File: src/rtl/dkpg_pkg.sv
// Shared types, constants and the arctangent table of the Doppler phase estimator.
package dkpg_pkg;

  // configuration register indexes
  localparam logic [2:0] REG_ROW_LENGTH = 3'd0;
  localparam logic [2:0] REG_ROW_COUNT  = 3'd1;
  localparam logic [2:0] REG_WIN_COLS   = 3'd2;
  localparam logic [2:0] REG_WIN_ROWS   = 3'd3;
  localparam logic [2:0] REG_MIN_LEVEL  = 3'd4;
  localparam logic [2:0] REG_MAX_LEVEL  = 3'd5;

  localparam int CW           = 64;  // CORDIC vector width
  localparam int ZW           = 34;  // angle accumulator, units pi/2^31
  localparam int NORM_BIT     = 60;
  localparam int CORDIC_ITERS = 30;
  localparam int IW_CNT       = 5;

  typedef enum logic [4:0] {
    S_IDLE, S_RD, S_WT, S_M0, S_M1, S_M2, S_M3, S_M4, S_COL, S_WIN,
    S_GATE, S_CINIT, S_NORM, S_ITER, S_ROUND, S_EMIT
  } state_t;

  typedef enum logic [4:0] {
    OP_NONE, OP_ACCEPT, OP_RD, OP_LATCH, OP_M0, OP_M1, OP_M2, OP_M3, OP_M4,
    OP_COL, OP_WIN, OP_GATE, OP_CINIT, OP_NORM, OP_ITER, OP_ROUND, OP_EMIT
  } op_t;

  typedef struct packed {
    op_t op;
  } ctrl_t;

  typedef struct packed {
    logic win_ok;
    logic first_pair;
    logic last_pair;
    logic emit_ok;
    logic gate_hit;
    logic zero_vec;
    logic norm_done;
    logic iter_done;
    logic out_free;
  } stat_t;

  function automatic logic [29:0] atan_val(input logic [IW_CNT-1:0] i);
    logic [29:0] v;
    case (i)
      5'd0:  v = 30'd536870912;
      5'd1:  v = 30'd316933406;
      5'd2:  v = 30'd167458907;
      5'd3:  v = 30'd85004756;
      5'd4:  v = 30'd42667331;
      5'd5:  v = 30'd21354465;
      5'd6:  v = 30'd10679838;
      5'd7:  v = 30'd5340245;
      5'd8:  v = 30'd2670163;
      5'd9:  v = 30'd1335087;
      5'd10: v = 30'd667544;
      5'd11: v = 30'd333772;
      5'd12: v = 30'd166886;
      5'd13: v = 30'd83443;
      5'd14: v = 30'd41721;
      5'd15: v = 30'd20860;
      5'd16: v = 30'd10430;
      5'd17: v = 30'd5215;
      5'd18: v = 30'd2607;
      5'd19: v = 30'd1303;
      5'd20: v = 30'd651;
      5'd21: v = 30'd325;
      5'd22: v = 30'd162;
      5'd23: v = 30'd81;
      5'd24: v = 30'd40;
      5'd25: v = 30'd20;
      5'd26: v = 30'd10;
      5'd27: v = 30'd5;
      5'd28: v = 30'd2;
      5'd29: v = 30'd1;
      default: v = 30'd0;
    endcase
    return v;
  endfunction

endpackage

File: src/rtl/dkpg_ctrl.sv
// Sequencer for the estimator: steps one beat through accumulate, window and CORDIC.
module dkpg_ctrl (
  input  logic            clk,
  input  logic            rst,
  input  logic            in_valid,
  output logic            in_ready,
  input  dkpg_pkg::stat_t stat,
  output dkpg_pkg::ctrl_t cmd
);

  dkpg_pkg::state_t state, state_next;

  always_ff @(posedge clk) begin
    if (rst) state <= dkpg_pkg::S_IDLE;
    else     state <= state_next;
  end

  always_comb begin
    state_next = state;
    cmd.op     = dkpg_pkg::OP_NONE;
    in_ready   = 1'b0;
    unique case (state)
      dkpg_pkg::S_IDLE: begin
        in_ready = 1'b1;
        if (in_valid) begin
          cmd.op = dkpg_pkg::OP_ACCEPT;
          if (stat.win_ok) state_next = dkpg_pkg::S_RD;
        end
      end
      dkpg_pkg::S_RD: begin
        cmd.op     = dkpg_pkg::OP_RD;
        state_next = dkpg_pkg::S_WT;
      end
      dkpg_pkg::S_WT: begin
        cmd.op     = dkpg_pkg::OP_LATCH;
        state_next = stat.first_pair ? dkpg_pkg::S_RD : dkpg_pkg::S_M0;
      end
      dkpg_pkg::S_M0: begin
        cmd.op = dkpg_pkg::OP_M0; state_next = dkpg_pkg::S_M1;
      end
      dkpg_pkg::S_M1: begin
        cmd.op = dkpg_pkg::OP_M1; state_next = dkpg_pkg::S_M2;
      end
      dkpg_pkg::S_M2: begin
        cmd.op = dkpg_pkg::OP_M2; state_next = dkpg_pkg::S_M3;
      end
      dkpg_pkg::S_M3: begin
        cmd.op = dkpg_pkg::OP_M3; state_next = dkpg_pkg::S_M4;
      end
      dkpg_pkg::S_M4: begin
        cmd.op     = dkpg_pkg::OP_M4;
        state_next = stat.last_pair ? dkpg_pkg::S_COL : dkpg_pkg::S_RD;
      end
      dkpg_pkg::S_COL: begin
        cmd.op = dkpg_pkg::OP_COL; state_next = dkpg_pkg::S_WIN;
      end
      dkpg_pkg::S_WIN: begin
        cmd.op     = dkpg_pkg::OP_WIN;
        state_next = stat.emit_ok ? dkpg_pkg::S_GATE : dkpg_pkg::S_IDLE;
      end
      dkpg_pkg::S_GATE: begin
        cmd.op     = dkpg_pkg::OP_GATE;
        state_next = stat.gate_hit ? dkpg_pkg::S_EMIT : dkpg_pkg::S_CINIT;
      end
      dkpg_pkg::S_CINIT: begin
        cmd.op     = dkpg_pkg::OP_CINIT;
        state_next = stat.zero_vec ? dkpg_pkg::S_EMIT : dkpg_pkg::S_NORM;
      end
      dkpg_pkg::S_NORM: begin
        cmd.op = dkpg_pkg::OP_NORM;
        if (stat.norm_done) state_next = dkpg_pkg::S_ITER;
      end
      dkpg_pkg::S_ITER: begin
        cmd.op = dkpg_pkg::OP_ITER;
        if (stat.iter_done) state_next = dkpg_pkg::S_ROUND;
      end
      dkpg_pkg::S_ROUND: begin
        cmd.op = dkpg_pkg::OP_ROUND; state_next = dkpg_pkg::S_EMIT;
      end
      dkpg_pkg::S_EMIT: begin
        if (stat.out_free) begin
          cmd.op     = dkpg_pkg::OP_EMIT;
          state_next = dkpg_pkg::S_IDLE;
        end
      end
      default: state_next = dkpg_pkg::S_IDLE;
    endcase
  end

endmodule

File: config.mk
export PLATFORM = sky130hd
export DESIGN_NAME = dkpg_ctrl
export DESIGN_NICKNAME = d
export VERILOG_FILES = /design/src/rtl/dkpg_pkg.sv /design/src/rtl/dkpg_ctrl.sv
export SDC_FILE = /design/constraint.sdc
export NUM_CORES = 1
export LEC_CHECK = 0
export BUFFER_PORTS_ARGS = -buffer_cell sky130_fd_sc_hd__clkbuf_2
export CAP_MARGIN = 20
export CORE_AREA = 2 2 39 41
export DETAILED_ROUTE_END_ITERATION = 16
export DIE_AREA = 0 0 41 43
export REMOVE_ABC_BUFFERS = 1
export SKIP_CTS_REPAIR_TIMING = 1
export SYNTH_ARGS = -nofsm -noshare
export SYNTH_HDL_FRONTEND = slang
export SYNTH_SLANG_ARGS = --single-unit
File: constraint.sdc
create_clock -name clk -period 1.25 [get_ports clk]
set_input_delay 0.25 -clock clk [delete_from_list [all_inputs] [get_ports clk]]
set_output_delay 0.25 -clock clk [all_outputs]
set_load 0.005 [all_outputs]
==> impl_metrics.ini <==
[timing]
fin_crit_sh_pct = 114
rsz0062_at_grt = true
holdWs_ns = 0.249
finalMaxSlewViolations = 0
hold_viol_final = 0
relSlewSlack_pct = 81.8
min_period_ns = 1.43
fmax_mhz = 700
skew_ns = 0.00416
setup_viol = 9
setup_ws_ns = -0.179
tightestPinTransition_ns = 0.272

[layout]
top_register = state
nets = 94
multiInputGateArea_um2 = 312
insertedDiodeCount = 0
area_growth_pct = 73.9
final_cell_mix = 11 x clkbuf_2, 9 x buf_4, 6 x buf_6
fillCellCount = 140
final_common_cell = clkbuf_2
reg_top3 = state x4
largest_register_ff_count = 4
seq_area_um2 = 92.6
fin_util_pct = 48.3
drive_gt1_share_pct = 60.0

[critical_path]
r2r_slack_ns = -0.09
endpoint_kind = output pin
r2r-start = state[0]
path_class = flip-flop to output pin
worst_setup_path_start_kind = flip-flop
crit_arrival_ns = 1.18
r2r_cells = 4
rr_endpoint = state[1]
crit_required_ns = 1.00
worst-path-max-fanout = 6

[route]
drtPass1Iterations = 4
drc = 0
wirelength_mm = 1.11
ant_nets = 0
vias_per_cell = 4.97
wire_per_inst_um = 11.5
vias = 477
drt-initial-drc-count = 9

[hold_path]
holdPathStages = 2
min_to = state[1]
hold_class = input pin to flip-flop
hold_start = rst

[power]
p_per_area_mw_per_mm2 = 828
power_leakage_uw = 0.000298
ir_worst_vdd_v = 0.000404
total_power_uw = 553

[synthesis]
yosysTopAreaCell = dfxtp_1
netlist_area_um2 = 384
synth.top_cell.area_share_pct = 20.8
ys_seq_elements = 4
synthDistinctLibCells = 29
seq_area_frac_synth_pct = 20.8
ys_top_cells_by_area = dfxtp_1 21%, o21ai_0 5.2%, nand2b_1 4.9%
yosysWarnings = 0
syn_avg_cell_area_um2 = 7.53
synth_cells = 51

[cts]
cts_tree = built
path_clk_slew_ns = 0.04
cts_max_level = 1
cts_buffers = 3
clock-root-buffer = clkbuf_4
clock_sinks = 4
clockBufferDepth = 2
clk_latency_ns = 0.24

[floorplanning]
die_y_um = 43
core-area_mm2 = 0.00138
start_util_pct = 27.8
dieArea_mm2 = 0.00176
row_count = 14
die_x_um = 41
io_pins = 18

[run_status]
violations = setup timing
run_status = finished with violations

[global_routing]
antenna_found_initial = 0
grt_pass1_vias = 393
grt_usage_pct = 13.1
grt_overflow = 0
grt_start_max_net_pins = 9
grt_pass1_wl_mm = 1.58

[place]
dp_hpwl_um = 799
place_ws_ns = -0.168
gp_congestion = 0.816
portBuffers = 17

[run]
maxCapViolCount = 0
[cells in the mapped netlist, drive strengths merged]
cell type,number
a311oi,1
o21ai,5
and3,2
o211ai,1
a32o,1
nand2b,3
clkbuf,2
a22oi,2
o31ai,2
nand2,3
mux2i,1
buf,2
dfxtp,4
xnor2,2
a221oi,1
nor4,2
a21o,1
inv,3
o2111ai,1
or2,1
a21oi,1
nor2b,2
nor3b,2
xor2,1
nor2,5
[area by class of cell]
class / instances / share of cell area [%]
Tap cell: 16 / 3.00
Inverter: 3 / 1.69
Clock buffer: 3 / 3.37
Sequential cell: 4 / 13.9
Timing Repair Buffer: 30 / 31.5
Multi-Input combinational cell: 40 / 46.6
[layer usage]
metal | global-route usage, % | up-vias | part of all wire, %
li1 | - | 243 | -
met1 | 17.7 | 216 | 41
met2 | 19.7 | 16 | 52
met3 | 1.57 | 2 | 5.0
met4 | 6.00 | 0 | 1.9
met5 | 0 | - | 0
[cell families (layout without fill, tap and decap cells)]
family | count (synthesis) | count (layout) | synth area share [%]
xor+xnor | 3 | 3 | 6.84
simple gates | 20 | 20 | 29.6
flops | 4 | 4 | 20.8
mux | 1 | 1 | 2.61
compound gates | 16 | 16 | 30.9
buf+inv | 7 | 36 | 9.12
[power by group]
group / total [µW] / internal (µW) / switching, µW
clock: 161 / 107 / 53.7
combinational: 232 / 133 / 99.1
sequential: 160 / 140 / 20.9
[worst max-delay path, stage by stage (launching register included)]
cell and delay, ns:
dfxtp_4 0.38, and3_4 0.20, buf_6 0.10, and3_4 0.18, buf_6 0.09
[per-stage QoR]
| step | setup TNS [ns] | cells | cell area, µm² |
|---|---|---|---|
| 2_1_floorplan | -0.692 | 47 | 360 |
| 3_3_place_gp | -0.284 | 93 | 563 |
| 3_5_place_dp | -0.401 | 93 | 563 |
| 4_1_cts | -1.56 | 96 | 586 |
| 5_1_grt | -1.49 | 96 | 668 |
| 6_report | -0.835 | 96 | 668 |
[worst max-delay path by stage]
| stage | from | to | cells after the start |
|---|---|---|---|
| 2_1_floorplan | state[0] | state[1] | 4 |
| 3_3_place_gp | state[0] | state[1] | 4 |
| 3_5_place_dp | state[0] | state[1] | 4 |
| 4_1_cts | state[0] | cmd[4] | 4 |
| 5_1_grt | state[0] | cmd[4] | 4 |
| 6_report | state[0] | cmd[4] | 4 |
No activity file was read; power rests on OpenSTA's default activity.
